### src/hw/rtl/bsrf_pkg.sv
// Shared types, widths and codes of the bisection root finder.
package bsrf_pkg;

   localparam int BSRF_X_W         = 32;
   localparam int BSRF_EXP_W       = 4;
   localparam int BSRF_TOL_W       = 31;
   localparam int BSRF_ITER_W      = 10;
   localparam int BSRF_MAG_W       = 47;
   localparam int BSRF_F_W         = BSRF_MAG_W + 1;
   localparam int BSRF_STATUS_W    = 2;
   localparam int BSRF_CSR_IDX_W   = 3;
   localparam int BSRF_CSR_DATA_W  = 32;

   localparam int DEF_MAX_EXPONENT = 15;
   localparam int DEF_FRAC_BITS    = 16;

   localparam logic [BSRF_MAG_W-1:0] BSRF_SAT_LIM = {BSRF_MAG_W{1'b1}};

   localparam logic [BSRF_EXP_W-1:0]  RST_EXPONENT       = 4'd2;
   localparam logic [BSRF_X_W-1:0]    RST_OFFSET         = 32'd0;
   localparam logic [BSRF_TOL_W-1:0]  RST_TOLERANCE      = 31'd1;
   localparam logic [BSRF_ITER_W-1:0] RST_MAX_ITERATIONS = 10'd1000;

   localparam logic [BSRF_CSR_IDX_W-1:0] CSR_COEFFICIENT    = 3'd0;
   localparam logic [BSRF_CSR_IDX_W-1:0] CSR_EXPONENT       = 3'd1;
   localparam logic [BSRF_CSR_IDX_W-1:0] CSR_OFFSET         = 3'd2;
   localparam logic [BSRF_CSR_IDX_W-1:0] CSR_TOLERANCE      = 3'd3;
   localparam logic [BSRF_CSR_IDX_W-1:0] CSR_MAX_ITERATIONS = 3'd4;

   localparam logic [BSRF_STATUS_W-1:0] STATUS_CONVERGED = 2'd0;
   localparam logic [BSRF_STATUS_W-1:0] STATUS_LOW_ROOT  = 2'd1;
   localparam logic [BSRF_STATUS_W-1:0] STATUS_HIGH_ROOT = 2'd2;
   localparam logic [BSRF_STATUS_W-1:0] STATUS_LIMIT     = 2'd3;

   typedef struct packed {
      logic signed [BSRF_X_W-1:0] coefficient;
      logic [BSRF_EXP_W-1:0]      exponent;
      logic signed [BSRF_X_W-1:0] offset;
   } bsrf_fcfg_type;

endpackage

### src/hw/rtl/bsrf_if.sv
// Request and response channel interfaces of the bisection root finder.
interface bsrf_req_if;
   import bsrf_pkg::*;
   logic                       valid;
   logic                       ready;
   logic signed [BSRF_X_W-1:0] interval_low;
   logic signed [BSRF_X_W-1:0] interval_high;
   modport source (output valid, interval_low, interval_high, input ready);
   modport sink   (input valid, interval_low, interval_high, output ready);
endinterface

interface bsrf_rsp_if;
   import bsrf_pkg::*;
   logic                       valid;
   logic                       ready;
   logic signed [BSRF_X_W-1:0] root_estimate;
   logic [BSRF_MAG_W-1:0]      residual;
   logic [BSRF_STATUS_W-1:0]   status;
   logic [BSRF_ITER_W-1:0]     iterations_used;
   modport source (output valid, root_estimate, residual, status, iterations_used,
                   input ready);
   modport sink   (input valid, root_estimate, residual, status, iterations_used,
                   output ready);
endinterface

### src/hw/rtl/bisection_root_finder.sv
// Top level of the bisection root finder for f(x) = k*x^n + c in signed fixed point.
//
// One request carries an interval; the block bisects it and returns one response with
// the root estimate, |f(mid)|, a status and the iteration count. Jobs run one at a time
// and req ready is low while a job runs. All multiplications go through one shared
// multiplier in the evaluator: each evaluation of f makes n+1 passes through it (n the
// clamped exponent), an iteration takes three evaluations (two when the low end is an
// exact root) plus one decision step, and a job takes up to max_iterations iterations
// (a zero limit counts as one). A finished response waits in an output register while
// the next request is taken.
module bisection_root_finder #(
   parameter int MAX_EXPONENT = bsrf_pkg::DEF_MAX_EXPONENT,
   parameter int FRAC_BITS    = bsrf_pkg::DEF_FRAC_BITS
) (
   input  logic                                        clock,
   input  logic                                        reset,
   bsrf_req_if.sink                                    req_bus,
   bsrf_rsp_if.source                                  rsp_bus,
   input  logic                                        csr_we,
   input  logic [bsrf_pkg::BSRF_CSR_IDX_W-1:0]         csr_index,
   input  logic [bsrf_pkg::BSRF_CSR_DATA_W-1:0]        csr_wdata
);
   import bsrf_pkg::*;

   localparam logic [BSRF_X_W-1:0] ONE = BSRF_X_W'(1) << FRAC_BITS;

   typedef enum logic [2:0] {
      S_IDLE, S_EVAL_LO, S_EVAL_HI, S_EVAL_MID, S_DECIDE, S_FINISH
   } state_type;

   state_type                   state_ff, state_in;
   logic signed [BSRF_X_W-1:0]  coef_ff, coef_in;
   logic [BSRF_EXP_W-1:0]       exp_ff, exp_in;
   logic signed [BSRF_X_W-1:0]  offs_ff, offs_in;
   logic [BSRF_TOL_W-1:0]       tol_ff, tol_in;
   logic [BSRF_ITER_W-1:0]      max_iter_ff, max_iter_in;

   logic signed [BSRF_X_W-1:0]  lo_ff, lo_in;
   logic signed [BSRF_X_W-1:0]  hi_ff, hi_in;
   logic signed [BSRF_X_W-1:0]  mid_ff, mid_in;
   logic [BSRF_ITER_W-1:0]      limit_ff, limit_in;
   logic [BSRF_ITER_W-1:0]      iter_ff, iter_in;
   logic signed [BSRF_F_W-1:0]  fa_ff, fa_in;
   logic signed [BSRF_F_W-1:0]  fb_ff, fb_in;
   logic signed [BSRF_F_W-1:0]  fm_ff, fm_in;
   logic                        low_root_ff, low_root_in;
   logic                        high_root_ff, high_root_in;
   logic                        start_ff, start_in;

   logic signed [BSRF_X_W-1:0]  res_root_ff, res_root_in;
   logic [BSRF_MAG_W-1:0]       res_resid_ff, res_resid_in;
   logic [BSRF_STATUS_W-1:0]    res_status_ff, res_status_in;

   logic                        rsp_valid_ff, rsp_valid_in;
   logic signed [BSRF_X_W-1:0]  out_root_ff, out_root_in;
   logic [BSRF_MAG_W-1:0]       out_resid_ff, out_resid_in;
   logic [BSRF_STATUS_W-1:0]    out_status_ff, out_status_in;
   logic [BSRF_ITER_W-1:0]      out_iter_ff, out_iter_in;

   bsrf_fcfg_type               fcfg;
   logic signed [BSRF_X_W-1:0]  eval_x;
   logic                        eval_done;
   logic signed [BSRF_F_W-1:0]  eval_f;
   logic [BSRF_X_W:0]           span;
   logic signed [BSRF_X_W-1:0]  mid_next;
   logic [BSRF_MAG_W-1:0]       resid_mag;
   logic                        fa_neg, fa_pos, fb_neg, fb_pos, fm_neg, fm_pos;

   assign fcfg.coefficient = coef_ff;
   assign fcfg.exponent    = exp_ff;
   assign fcfg.offset      = offs_ff;

   assign eval_x = (state_ff == S_EVAL_LO) ? lo_ff :
                   (state_ff == S_EVAL_HI) ? hi_ff : mid_ff;

   bsrf_eval #(
      .MAX_EXPONENT (MAX_EXPONENT),
      .FRAC_BITS    (FRAC_BITS)
   ) u_eval (
      .clock (clock),
      .reset (reset),
      .start (start_ff),
      .x     (eval_x),
      .fcfg  (fcfg),
      .done  (eval_done),
      .f     (eval_f)
   );

   assign span      = {hi_ff[BSRF_X_W-1], hi_ff} - {lo_ff[BSRF_X_W-1], lo_ff};
   assign mid_next  = lo_ff + BSRF_X_W'(span[BSRF_X_W:1]);
   assign resid_mag = fm_ff[BSRF_F_W-1] ? BSRF_MAG_W'(-fm_ff) : BSRF_MAG_W'(fm_ff);
   assign fa_neg    = fa_ff[BSRF_F_W-1];
   assign fa_pos    = !fa_ff[BSRF_F_W-1] && (fa_ff != '0);
   assign fb_neg    = fb_ff[BSRF_F_W-1];
   assign fb_pos    = !fb_ff[BSRF_F_W-1] && (fb_ff != '0);
   assign fm_neg    = fm_ff[BSRF_F_W-1];
   assign fm_pos    = !fm_ff[BSRF_F_W-1] && (fm_ff != '0);

   // configuration writes
   always_comb begin
      coef_in     = coef_ff;
      exp_in      = exp_ff;
      offs_in     = offs_ff;
      tol_in      = tol_ff;
      max_iter_in = max_iter_ff;
      if (csr_we) begin
         unique case (csr_index)
            CSR_COEFFICIENT:    coef_in     = BSRF_X_W'(csr_wdata);
            CSR_EXPONENT:       exp_in      = csr_wdata[BSRF_EXP_W-1:0];
            CSR_OFFSET:         offs_in     = BSRF_X_W'(csr_wdata);
            CSR_TOLERANCE:      tol_in      = csr_wdata[BSRF_TOL_W-1:0];
            CSR_MAX_ITERATIONS: max_iter_in = csr_wdata[BSRF_ITER_W-1:0];
            default: ;
         endcase
      end
   end

   // job sequencer
   always_comb begin
      state_in      = state_ff;
      lo_in         = lo_ff;
      hi_in         = hi_ff;
      mid_in        = mid_ff;
      limit_in      = limit_ff;
      iter_in       = iter_ff;
      fa_in         = fa_ff;
      fb_in         = fb_ff;
      fm_in         = fm_ff;
      low_root_in   = low_root_ff;
      high_root_in  = high_root_ff;
      start_in      = 1'b0;
      res_root_in   = res_root_ff;
      res_resid_in  = res_resid_ff;
      res_status_in = res_status_ff;
      rsp_valid_in  = rsp_valid_ff && !rsp_bus.ready;
      out_root_in   = out_root_ff;
      out_resid_in  = out_resid_ff;
      out_status_in = out_status_ff;
      out_iter_in   = out_iter_ff;
      unique case (state_ff)
         S_IDLE: begin
            if (req_bus.valid) begin
               if (req_bus.interval_low > req_bus.interval_high) begin
                  lo_in = req_bus.interval_high;
                  hi_in = req_bus.interval_low;
               end else begin
                  lo_in = req_bus.interval_low;
                  hi_in = req_bus.interval_high;
               end
               limit_in = (max_iter_ff == '0) ? BSRF_ITER_W'(1) : max_iter_ff;
               iter_in  = '0;
               start_in = 1'b1;
               state_in = S_EVAL_LO;
            end
         end
         S_EVAL_LO: begin
            if (eval_done) begin
               fa_in        = eval_f;
               iter_in      = iter_ff + BSRF_ITER_W'(1);
               low_root_in  = (eval_f == '0);
               high_root_in = 1'b0;
               start_in     = 1'b1;
               if (eval_f == '0) begin
                  mid_in   = mid_next;
                  state_in = S_EVAL_MID;
               end else begin
                  state_in = S_EVAL_HI;
               end
            end
         end
         S_EVAL_HI: begin
            if (eval_done) begin
               fb_in        = eval_f;
               high_root_in = (eval_f == '0);
               mid_in       = mid_next;
               start_in     = 1'b1;
               state_in     = S_EVAL_MID;
            end
         end
         S_EVAL_MID: begin
            if (eval_done) begin
               fm_in    = eval_f;
               state_in = S_DECIDE;
            end
         end
         S_DECIDE: begin
            res_resid_in = resid_mag;
            res_root_in  = mid_ff;
            if (low_root_ff) begin
               res_root_in   = lo_ff;
               res_status_in = STATUS_LOW_ROOT;
               state_in      = S_FINISH;
            end else if (high_root_ff) begin
               res_root_in   = hi_ff;
               res_status_in = STATUS_HIGH_ROOT;
               state_in      = S_FINISH;
            end else begin
               if (fa_neg && fb_pos) begin
                  if (fm_pos) begin
                     hi_in = mid_ff;
                  end else begin
                     lo_in = mid_ff;
                  end
               end else if (fa_pos && fb_neg) begin
                  if (fm_neg) begin
                     hi_in = mid_ff;
                  end else begin
                     lo_in = mid_ff;
                  end
               end
               if (resid_mag <= BSRF_MAG_W'(tol_ff)) begin
                  res_status_in = STATUS_CONVERGED;
                  state_in      = S_FINISH;
               end else if (iter_ff >= limit_ff) begin
                  res_status_in = STATUS_LIMIT;
                  state_in      = S_FINISH;
               end else begin
                  start_in = 1'b1;
                  state_in = S_EVAL_LO;
               end
            end
         end
         S_FINISH: begin
            if (!rsp_valid_ff || rsp_bus.ready) begin
               rsp_valid_in  = 1'b1;
               out_root_in   = res_root_ff;
               out_resid_in  = res_resid_ff;
               out_status_in = res_status_ff;
               out_iter_in   = iter_ff;
               state_in      = S_IDLE;
            end
         end
         default: state_in = S_IDLE;
      endcase
   end

   always_ff @(posedge clock) begin
      if (reset) begin
         state_ff     <= S_IDLE;
         start_ff     <= 1'b0;
         rsp_valid_ff <= 1'b0;
         coef_ff      <= ONE;
         exp_ff       <= RST_EXPONENT;
         offs_ff      <= RST_OFFSET;
         tol_ff       <= RST_TOLERANCE;
         max_iter_ff  <= RST_MAX_ITERATIONS;
         iter_ff      <= '0;
         limit_ff     <= RST_MAX_ITERATIONS;
      end else begin
         state_ff     <= state_in;
         start_ff     <= start_in;
         rsp_valid_ff <= rsp_valid_in;
         coef_ff      <= coef_in;
         exp_ff       <= exp_in;
         offs_ff      <= offs_in;
         tol_ff       <= tol_in;
         max_iter_ff  <= max_iter_in;
         iter_ff      <= iter_in;
         limit_ff     <= limit_in;
      end
      lo_ff         <= lo_in;
      hi_ff         <= hi_in;
      mid_ff        <= mid_in;
      fa_ff         <= fa_in;
      fb_ff         <= fb_in;
      fm_ff         <= fm_in;
      low_root_ff   <= low_root_in;
      high_root_ff  <= high_root_in;
      res_root_ff   <= res_root_in;
      res_resid_ff  <= res_resid_in;
      res_status_ff <= res_status_in;
      out_root_ff   <= out_root_in;
      out_resid_ff  <= out_resid_in;
      out_status_ff <= out_status_in;
      out_iter_ff   <= out_iter_in;
   end

   assign req_bus.ready           = (state_ff == S_IDLE);
   assign rsp_bus.valid           = rsp_valid_ff;
   assign rsp_bus.root_estimate   = out_root_ff;
   assign rsp_bus.residual        = out_resid_ff;
   assign rsp_bus.status          = out_status_ff;
   assign rsp_bus.iterations_used = out_iter_ff;

`ifndef NO_ASSERTIONS
   a_iter_nonzero: assert property (@(posedge clock) disable iff (reset)
      rsp_valid_ff |-> (out_iter_ff != '0))
      else $error("response with zero iterations");

   a_interval_order: assert property (@(posedge clock) disable iff (reset)
      (state_ff == S_EVAL_HI || state_ff == S_EVAL_MID || state_ff == S_DECIDE)
      |-> (lo_ff <= hi_ff))
      else $error("interval ends out of order");

   a_iter_bound: assert property (@(posedge clock) disable iff (reset)
      (state_ff != S_IDLE) |-> (iter_ff <= limit_ff))
      else $error("iteration count beyond limit");

   a_done_expected: assert property (@(posedge clock) disable iff (reset)
      eval_done |-> (state_ff == S_EVAL_LO || state_ff == S_EVAL_HI ||
                     state_ff == S_EVAL_MID))
      else $error("evaluator finished outside an evaluation step");

   a_start_idle: assert property (@(posedge clock) disable iff (reset)
      start_ff |=> !eval_done)
      else $error("evaluator finished right after start");
`endif

endmodule

### src/hw/rtl/bsrf_eval.sv
// Polynomial term evaluator k*x^n+c on one shared saturating fixed-point multiplier.
module bsrf_eval #(
   parameter int MAX_EXPONENT = bsrf_pkg::DEF_MAX_EXPONENT,
   parameter int FRAC_BITS    = bsrf_pkg::DEF_FRAC_BITS
) (
   input  logic                                 clock,
   input  logic                                 reset,
   input  logic                                 start,
   input  logic signed [bsrf_pkg::BSRF_X_W-1:0] x,
   input  bsrf_pkg::bsrf_fcfg_type              fcfg,
   output logic                                 done,
   output logic signed [bsrf_pkg::BSRF_F_W-1:0] f
);
   import bsrf_pkg::*;

   localparam int AH_W   = BSRF_MAG_W - FRAC_BITS;
   localparam int MUL_AW = (AH_W > FRAC_BITS) ? AH_W : FRAC_BITS;
   localparam int PW     = MUL_AW + BSRF_X_W;
   localparam int CNT_W  = $clog2(MAX_EXPONENT + 1);
   localparam int CMP_W  = (CNT_W > BSRF_EXP_W) ? CNT_W : BSRF_EXP_W;
   localparam int SUM_W  = BSRF_MAG_W + 2;
   localparam logic [BSRF_MAG_W-1:0] ONE = BSRF_MAG_W'(1) << FRAC_BITS;
   localparam logic signed [SUM_W-1:0] SUM_SAT_HI = SUM_W'(BSRF_SAT_LIM);
   localparam logic signed [SUM_W-1:0] SUM_SAT_LO = -SUM_SAT_HI;

   typedef enum logic [2:0] {
      E_IDLE, E_LOAD, E_MUL_HI, E_MUL_LO, E_ACC, E_ADD
   } state_type;

   state_type                   state_ff, state_in;
   logic signed [BSRF_X_W-1:0]  x_ff, x_in;
   logic [CNT_W-1:0]            cnt_ff, cnt_in;
   logic [BSRF_MAG_W-1:0]       acc_mag_ff, acc_mag_in;
   logic                        acc_neg_ff, acc_neg_in;
   logic [BSRF_X_W-1:0]         b_mag_ff, b_mag_in;
   logic                        b_neg_ff, b_neg_in;
   logic [PW-1:0]               p_hi_ff, p_hi_in;
   logic [PW-1:0]               p_lo_ff, p_lo_in;
   logic                        done_ff, done_in;
   logic signed [BSRF_F_W-1:0]  f_ff, f_in;

   logic [CMP_W-1:0]            exp_wide;
   logic [CNT_W-1:0]            exp_clamped;
   logic signed [BSRF_X_W-1:0]  b_sel;
   logic [MUL_AW-1:0]           mul_a;
   logic [PW-1:0]               prod;
   logic [PW-1:0]               lo_shift;
   logic [BSRF_MAG_W:0]         m_sum;
   logic [BSRF_MAG_W-1:0]       m_sat;
   logic signed [SUM_W-1:0]     acc_signed;
   logic signed [SUM_W-1:0]     f_sum;

   assign exp_wide    = CMP_W'(fcfg.exponent);
   assign exp_clamped = (exp_wide > CMP_W'(MAX_EXPONENT)) ? CNT_W'(MAX_EXPONENT)
                                                          : CNT_W'(fcfg.exponent);
   assign b_sel    = (cnt_ff != '0) ? x_ff : fcfg.coefficient;
   assign mul_a    = (state_ff == E_MUL_HI) ? MUL_AW'(acc_mag_ff[BSRF_MAG_W-1:FRAC_BITS])
                                            : MUL_AW'(acc_mag_ff[FRAC_BITS-1:0]);
   assign prod     = PW'(mul_a) * PW'(b_mag_ff);
   assign lo_shift = p_lo_ff >> FRAC_BITS;
   assign m_sum    = (BSRF_MAG_W+1)'(p_hi_ff[BSRF_MAG_W-1:0])
                   + (BSRF_MAG_W+1)'(lo_shift);
   assign m_sat    = ((p_hi_ff > PW'(BSRF_SAT_LIM)) || (m_sum > (BSRF_MAG_W+1)'(BSRF_SAT_LIM)))
                   ? BSRF_SAT_LIM : m_sum[BSRF_MAG_W-1:0];
   assign acc_signed = acc_neg_ff ? -SUM_W'(acc_mag_ff) : SUM_W'(acc_mag_ff);
   assign f_sum      = acc_signed + SUM_W'(fcfg.offset);

   always_comb begin
      state_in   = state_ff;
      x_in       = x_ff;
      cnt_in     = cnt_ff;
      acc_mag_in = acc_mag_ff;
      acc_neg_in = acc_neg_ff;
      b_mag_in   = b_mag_ff;
      b_neg_in   = b_neg_ff;
      p_hi_in    = p_hi_ff;
      p_lo_in    = p_lo_ff;
      done_in    = 1'b0;
      f_in       = f_ff;
      unique case (state_ff)
         E_IDLE: begin
            if (start) begin
               x_in       = x;
               cnt_in     = exp_clamped;
               acc_mag_in = ONE;
               acc_neg_in = 1'b0;
               state_in   = E_LOAD;
            end
         end
         E_LOAD: begin
            b_neg_in = b_sel[BSRF_X_W-1];
            b_mag_in = b_sel[BSRF_X_W-1] ? BSRF_X_W'(-b_sel) : BSRF_X_W'(b_sel);
            state_in = E_MUL_HI;
         end
         E_MUL_HI: begin
            p_hi_in  = prod;
            state_in = E_MUL_LO;
         end
         E_MUL_LO: begin
            p_lo_in  = prod;
            state_in = E_ACC;
         end
         E_ACC: begin
            acc_mag_in = m_sat;
            acc_neg_in = (acc_neg_ff != b_neg_ff) && (m_sat != '0);
            if (cnt_ff != '0) begin
               cnt_in   = cnt_ff - CNT_W'(1);
               state_in = E_LOAD;
            end else begin
               state_in = E_ADD;
            end
         end
         E_ADD: begin
            if (f_sum > SUM_SAT_HI) begin
               f_in = BSRF_F_W'(BSRF_SAT_LIM);
            end else if (f_sum < SUM_SAT_LO) begin
               f_in = -BSRF_F_W'(BSRF_SAT_LIM);
            end else begin
               f_in = BSRF_F_W'(f_sum);
            end
            done_in  = 1'b1;
            state_in = E_IDLE;
         end
         default: state_in = E_IDLE;
      endcase
   end

   always_ff @(posedge clock) begin
      if (reset) begin
         state_ff <= E_IDLE;
         done_ff  <= 1'b0;
      end else begin
         state_ff <= state_in;
         done_ff  <= done_in;
      end
      x_ff       <= x_in;
      cnt_ff     <= cnt_in;
      acc_mag_ff <= acc_mag_in;
      acc_neg_ff <= acc_neg_in;
      b_mag_ff   <= b_mag_in;
      b_neg_ff   <= b_neg_in;
      p_hi_ff    <= p_hi_in;
      p_lo_ff    <= p_lo_in;
      f_ff       <= f_in;
   end

   assign done = done_ff;
   assign f    = f_ff;

endmodule
### src/flat_wrapper.sv
// flat-port wrapper written by rule: the top's interface ports become plain ports
module bisection_root_finder_flat import bsrf_pkg::*;
#(
   parameter int MAX_EXPONENT = bsrf_pkg::DEF_MAX_EXPONENT,
   parameter int FRAC_BITS    = bsrf_pkg::DEF_FRAC_BITS
)
  (clock, reset, csr_we, csr_index, csr_wdata, req_bus_valid, req_bus_interval_low, req_bus_interval_high, req_bus_ready, rsp_bus_valid, rsp_bus_root_estimate, rsp_bus_residual, rsp_bus_status, rsp_bus_iterations_used, rsp_bus_ready);
  bsrf_req_if req_bus_i ();
  bsrf_rsp_if rsp_bus_i ();
  input  logic clock;
  input  logic reset;
  input  logic csr_we;
  input  logic [bsrf_pkg::BSRF_CSR_IDX_W-1:0] csr_index;
  input  logic [bsrf_pkg::BSRF_CSR_DATA_W-1:0] csr_wdata;
  input wire logic [$bits(req_bus_i.valid)-1:0] req_bus_valid;
  input wire logic [$bits(req_bus_i.interval_low)-1:0] req_bus_interval_low;
  input wire logic [$bits(req_bus_i.interval_high)-1:0] req_bus_interval_high;
  output wire logic [$bits(req_bus_i.ready)-1:0] req_bus_ready;
  output wire logic [$bits(rsp_bus_i.valid)-1:0] rsp_bus_valid;
  output wire logic [$bits(rsp_bus_i.root_estimate)-1:0] rsp_bus_root_estimate;
  output wire logic [$bits(rsp_bus_i.residual)-1:0] rsp_bus_residual;
  output wire logic [$bits(rsp_bus_i.status)-1:0] rsp_bus_status;
  output wire logic [$bits(rsp_bus_i.iterations_used)-1:0] rsp_bus_iterations_used;
  input wire logic [$bits(rsp_bus_i.ready)-1:0] rsp_bus_ready;
  assign req_bus_i.valid = req_bus_valid;
  assign req_bus_i.interval_low = req_bus_interval_low;
  assign req_bus_i.interval_high = req_bus_interval_high;
  assign req_bus_ready = req_bus_i.ready;
  assign rsp_bus_valid = rsp_bus_i.valid;
  assign rsp_bus_root_estimate = rsp_bus_i.root_estimate;
  assign rsp_bus_residual = rsp_bus_i.residual;
  assign rsp_bus_status = rsp_bus_i.status;
  assign rsp_bus_iterations_used = rsp_bus_i.iterations_used;
  assign rsp_bus_i.ready = rsp_bus_ready;
  bisection_root_finder #(.MAX_EXPONENT(MAX_EXPONENT), .FRAC_BITS(FRAC_BITS)) u_core (.clock(clock), .reset(reset), .req_bus(req_bus_i), .rsp_bus(rsp_bus_i), .csr_we(csr_we), .csr_index(csr_index), .csr_wdata(csr_wdata));
endmodule
### config.mk
export PLATFORM = sky130hd
export DESIGN_NAME = bisection_root_finder_flat
export DESIGN_NICKNAME = d
export VERILOG_FILES = /design/src/hw/rtl/bsrf_pkg.sv /design/src/hw/rtl/bsrf_if.sv /design/src/hw/rtl/bisection_root_finder.sv /design/src/hw/rtl/bsrf_eval.sv /design/src/flat_wrapper.sv
export SDC_FILE = /design/constraint.sdc
export NUM_CORES = 2
export LEC_CHECK = 0
export BUFFER_PORTS_ARGS = -buffer_cell sky130_fd_sc_hd__buf_4
export CORE_MARGIN = 8
export CORE_UTILIZATION = 50
export DETAILED_ROUTE_END_ITERATION = 7
export PLACE_DENSITY = 0.73
export SLEW_MARGIN = 10
export SYNTH_ARGS = -nofsm -noshare
export SYNTH_HDL_FRONTEND = slang
export SYNTH_SLANG_ARGS = --single-unit
### constraint.sdc
create_clock -name clock -period 17.8 [get_ports clock]
set_clock_uncertainty 0.2 [all_clocks]
set_input_delay 2.67 -clock clock [delete_from_list [all_inputs] [get_ports clock]]
set_output_delay 2.67 -clock clock [all_outputs]
set_load 0.02 [all_outputs]
* After elaboration in Yosys (flattened, before gate mapping)
Cells that the tools add are included.
** Operators by class
- Multipliers :: 1
- Muxes and demuxes :: 75
- Reduce and logical (&&, ||, !) cells :: 51
- Equal/unequal tests :: 30
- Add/subtract/negate cells :: 9
- Magnitude comparators :: 8
** Operators with widths (number)
- 2-to-1 mux 32 bit :: 24
- case mux 32 bit (2 select lines) :: 3
- nonzero test 48 bit :: 3
- 2-to-1 mux 47 bit :: 3
- case mux 47 bit (2 select lines) :: 1
- > comparator 63 x 47 -> 1 bit (second input constant) :: 1
- multiplier 31 x 32 -> 63 bit :: 1
- 2-to-1 mux 31 bit :: 2
- adder 49 x 32 -> 49 bit :: 1
- > comparator 49 x 48 -> 1 bit (second input constant) :: 1
- less-than comparator 49 x 48 -> 1 bit (second input constant) :: 1
- 2-to-1 mux 49 bit :: 1
- negator 47 -> 49 bit :: 1
- adder 47 x 47 -> 48 bit :: 1
- > comparator 48 x 47 -> 1 bit (second input constant) :: 1
- zero test 48 bit :: 1
- 2-to-1 mux 48 bit :: 1
- <= comparator 47 x 31 -> 1 bit :: 1
- negator 47 bit :: 1
- nonzero test 47 bit :: 1
- 2-to-1 mux 3 bit :: 11
- subtractor 32 x 32 -> 33 bit :: 1
- adder 32 bit :: 1
- > comparator 32 bit :: 1
- other kinds (37) :: 110
** Word-level totals
- Logic and storage cells :: 212
- Register bits :: 843
- Output and inout bits :: 93
- Bits of input ports :: 104

* Depth between registers and ports, before layout
- Word-level depth :: 8
- Gate-level depth with buffers :: 35

* Hierarchy
A second synthesis with hierarchy kept.
** Unflattened totals
- Cells, all modules :: 7649
- Area total of the unflattened synthesis :: 75994.1 sq um
** Modules (own cells, without submodules)
- bsrf_eval :: seq. area each 8338.0 sq um, cells an instance 5339, times used 1, area an instance 50173.1 sq um
- bisection_root_finder :: seq. area each 15114.5 sq um, cells an instance 2310, times used 1, area an instance 25821.0 sq um

* Worst setup path before layout
No wires, ideal clock.
- Path kind :: register -> register
- Start point :: register u_core.u_eval.state_ff[1]
- End point :: register u_core.u_eval.p_hi_ff[39], data pin
- Clock period less this slack :: 9763 ps
- Slack :: 8037 ps
- Cell stages (with the launch flop) :: 32
- Required time :: 17336 ps
- Arrival :: 9299 ps
- Path through :: dfxtp_1 clkbuf_1 nor3b_1 clkbuf_1 clkbuf_1 clkbuf_1 and3_1 ha_1 inv_1 fa_1 inv_1 ha_1 inv_1 fa_1 fa_1 inv_1 fa_1 fa_1 inv_1 fa_1 inv_1 ha_1 a21o_1 a21o_1 a41oi_1 o21ai_1 a311oi_1 a21oi_1 a311o_1 a21o_1 a21oi_1 xnor2_1
** Between the ends
- Longest elaborated chain between the ends :: 3
** RTL lines
- start: declaration :: line bsrf_eval.sv:30 : state_type state_ff, state_in;
- start signal: assignment :: line bsrf_eval.sv:133 : state_ff <= state_in;
- == test 3 x 2 -> 1 bit :: line bsrf_eval.sv:57 : assign mul_a = (state_ff == E_MUL_HI) ? MUL_AW'(acc_mag_ff[BSRF_MAG_W-1:FRAC_BITS])
- 2-to-1 mux 31 bit :: line bsrf_eval.sv:57
- multiplier 31 x 32 -> 63 bit :: line bsrf_eval.sv:59 : assign prod = PW'(mul_a) * PW'(b_mag_ff);
- named net u_core.u_eval.prod[39] :: line bsrf_eval.sv:46 : logic [PW-1:0] prod;
- end signal: assignment :: line bsrf_eval.sv:142 : p_hi_ff <= p_hi_in;
- end: declaration :: line bsrf_eval.sv:37 : logic [PW-1:0] p_hi_ff, p_hi_in;
The timed path passes the listed nets, and every way through them passes these cells.
A chain may end at the register's enable or synchronous reset.

* Final worst setup path
- Start point :: register u_core.u_eval.state_ff[1]
- End point :: register u_core.u_eval.p_lo_ff[61], data pin
** Between the ends
- Longest elaborated chain between the ends :: 3
** RTL lines
- == test 3 x 2 -> 1 bit :: line bsrf_eval.sv:57
- 2-to-1 mux 31 bit :: line bsrf_eval.sv:57
- multiplier 31 x 32 -> 63 bit :: line bsrf_eval.sv:59
- named net u_core.u_eval.prod[61] :: line bsrf_eval.sv:46
- end signal: assignment :: line bsrf_eval.sv:143 : p_lo_ff <= p_lo_in;
- end: declaration :: line bsrf_eval.sv:38 : logic [PW-1:0] p_lo_ff, p_lo_in;
The timed path passes the listed nets, and every way through them passes these cells.

==> metrics <==
fraction of registers with async set or reset after synthesis=0%; Clk Latency, worst-skew pair=~700 ps; total half-perimeter wirelength after legalization and detailed placement=about 160000 µm; cell area after technology mapping=76270 µm²; global-route wire length before repair=333500 µm; category of the most critical setup path=register to register; final layout net count=about 9100; total gr overflow=0; number of warnings issued by yosys=0; max-cap violations=0; cell types with the largest area share after synthesis=edfxtp_1, fa_1, ha_1, inv_1, nand2_1; pin count of the biggest net entering global routing=117; simple-gate portion of the synthesized area=14.93%; net count after synthesis=slightly above 9000; crit-path max FO=116; initial standard-cell utilization of the core=about 50%; hold violation count in the final report=0; setup repair after global routing missed its margin=no; number of design rule violations left after detail routing=0; clock slew at the register clock pins of the worst setup and hold paths=80 ps; final period utilization=between 60 and 70%; cell types with the highest counts after synthesis=inv_1, nand2_1, fa_1, edfxtp_1, ha_1; Slew HR=about 20%; violation count after the first detailed-routing iteration=about 5100; average footprint of a synthesized cell=about 9.9 µm²; die extent in x=406.6 µm; DRT antenna net count=0; flops & latches, synth=827; number of gates resized after CTS=0; number of slew-limit violations in the final report=0; post-synthesis share of cell area spent on full adders, half adders and majority gates=31.31%; total number of H-tree levels=3; predominant post-synthesis flop cell=edfxtp_1; area grow syn2layout=8.296%; antenna violations before repair=8; worst min path class=register to register; fraction of layout cells with a size suffix above 1=6.636%; peak per-stage delay on the critical path=between 900 and 1000 ps; post-layout min period=11570 ps; clock buffer count from CTS=85; vias in the first global route=just under 60000; Post-Synth XOR/XNOR Area=under 10%; top-level I/O count=about 200; Clk Tree Root Cell=clkbuf_16; TritonCTS clock tree=yes; Post-synth EDFFs=689; gate count of the mapped netlist=between 7000 and 8000; Crit path arrival time=11790 ps; kind of end point of the critical path=register; cell type contributing the most total cell area after synthesis=edfxtp_1; number of cell rows=143; kind of start point of the critical path=register; measured slew at the worst slew-check pin=1197 ps; maximum clock frequency=between 80 and 90 MHz; Setup Total Neg Slack=0 ps; via count of the routed design=between 50000 and 60000; IO buf count=196; number of buffers on the longest clock path=3; share of the yosys chip area belonging to registers=30.75%; WL final=213900 µm; Final Wtd Congestion=0.9527; Post-CTS Setup Inserts=0; CP most frequent cell=fa_1; cell with the largest stage delay on the worst path=and2_1; most common cell in the netlist=inv_1; count of cell types in the netlist=a little over 90; total track usage=25.75%; core area=151700 µm²; Initial DRT Pass Iterations=6; number of hold-repair buffers added at the cts stage=0; routed wirelength normalized by instance count=roughly 22 µm; CP Data Required Time=18020 ps; Setup-failing EPs final=0; status=completed; count of clock tree sinks=827; area enclosed by the die boundary=between 150000 and 200000 µm²; synthesized-area fraction occupied by ao, oa, aoi and oai cells=10.25%; via density per instance=5.821; largest family of logic cells by synthesized area=adder cells; mux cell area share after synthesis=2.056%; top cell type's share of synthesized area=27.13%; die outline height=406.6 µm
## layout by cell type, fill, tap and decap left out, types with 40 or more instances in the layout
| master | count |
|---|---|
| nor2_1 | 231 |
| nand3_1 | 71 |
| clkbuf_16 | 86 |
| ha_1 | 491 |
| edfxtp_1 | 689 |
| buf_4 | 287 |
| o21a_1 | 48 |
| a31oi_1 | 41 |
| nor3_1 | 95 |
| o21ai_0 | 191 |
| o31ai_1 | 40 |
| nand4_1 | 53 |
| xnor2_1 | 219 |
| mux2i_1 | 138 |
| and3_1 | 255 |
| a21oi_1 | 441 |
| fa_1 | 870 |
| inv_1 | 1067 |
| nand2b_1 | 41 |
| dfxtp_1 | 138 |
| a21o_1 | 156 |
| nor2b_1 | 125 |
| nand2_1 | 979 |
| and2_1 | 254 |
| nor4_1 | 63 |
| o21bai_1 | 41 |
| xor2_1 | 86 |
## worst max-delay path: cells and delay by family (launching register included)
family / cells / cell delay, ps
buf+inv: 7 / 1760
compound gates: 6 / 1950
flops: 1 / 470
xor+xnor: 1 / 170
simple gates: 5 / 2650
fa+ha+maj: 9 / 4080
## logic make-up after synthesis
| kind of cell | Yosys count |
|---|---|
| DFF | 827 |
| buffers and inverters | 1450 |
| muxes | 155 |
| xor gates and xnor gates | 307 |
| and+or+nand+nor | 2309 |
| adders and majority gates | 1393 |
| AOI/OAI and AO/OA | 1227 |
## registers in the layout, summed over array words and instances (netlist names), 47 cells and up
register	cells
u_core.fa_ff	48
u_core.u_eval.p_hi_ff	63
u_core.u_eval.p_lo_ff	47
u_core.rsp_bus.residual	47
u_core.res_resid_ff	47
u_core.fm_ff	48
u_core.u_eval.acc_mag_ff	47
u_core.fb_ff	48
u_core.u_eval.f	48
## routing by layer
layer,wire (µm),GRT usage [%],up-vias
li1,-,-,25620
met1,87250,34.42,28360
met2,99550,41.82,2368
met3,16470,3.999,481
met4,10650,11.13,0
met5,0,0,-
## stage by stage
| step | instances | utilization [%] | setup WS [ps] | hold WS [ps] | instance area [µm²] |
|---|---|---|---|---|---|
| 2_1_floorplan | 7668 | - | 8037 | 200.3 | 76270 |
| 3_3_place_gp | 9605 | 52.53 | 6858 | 202.2 | 79710 |
| 3_5_place_dp | 9605 | 52.53 | 6339 | 204.5 | 79710 |
| 4_1_cts | 9760 | 54.43 | 6399 | 213.2 | 82590 |
| 5_1_grt | 9760 | 54.43 | 5788 | 219.2 | 82590 |
| 6_report | 9762 | 54.44 | 6234 | 212.8 | 82590 |
## cell type report
cell class	count	area (µm²)
diodes	2	5.005
clock inverters	55	625.6
repair buffers	287	2155
clock buffers	100	2255
multi-input cells	5391	47540
well taps	2030	2540
fillers	13350	69130
inverters	1070	4018
flip-flops and latches	827	23450
## final timing paths
check / slack, ps / to / from / depth (start not counted)
worst min register to register: 210 / u_core.rsp_bus.root_estimate[5]$_DFFE_PP_ / u_core.res_root_ff[5]$_DFFE_PP_ / 0
worst min-delay path: 210 / u_core.rsp_bus.root_estimate[5]$_DFFE_PP_ / u_core.res_root_ff[5]$_DFFE_PP_ / 0
worst max register to register: 6230 / u_core.u_eval.p_lo_ff[61]$_DFFE_PP_ / u_core.u_eval.state_ff[1]$_SDFFE_PP0P_ / 28
worst max-delay path: 6230 / u_core.u_eval.p_lo_ff[61]$_DFFE_PP_ / u_core.u_eval.state_ff[1]$_SDFFE_PP0P_ / 28
Power is not shown: default switching activity piles up to over one toggle a cycle in this logic, so the estimate is an artifact.
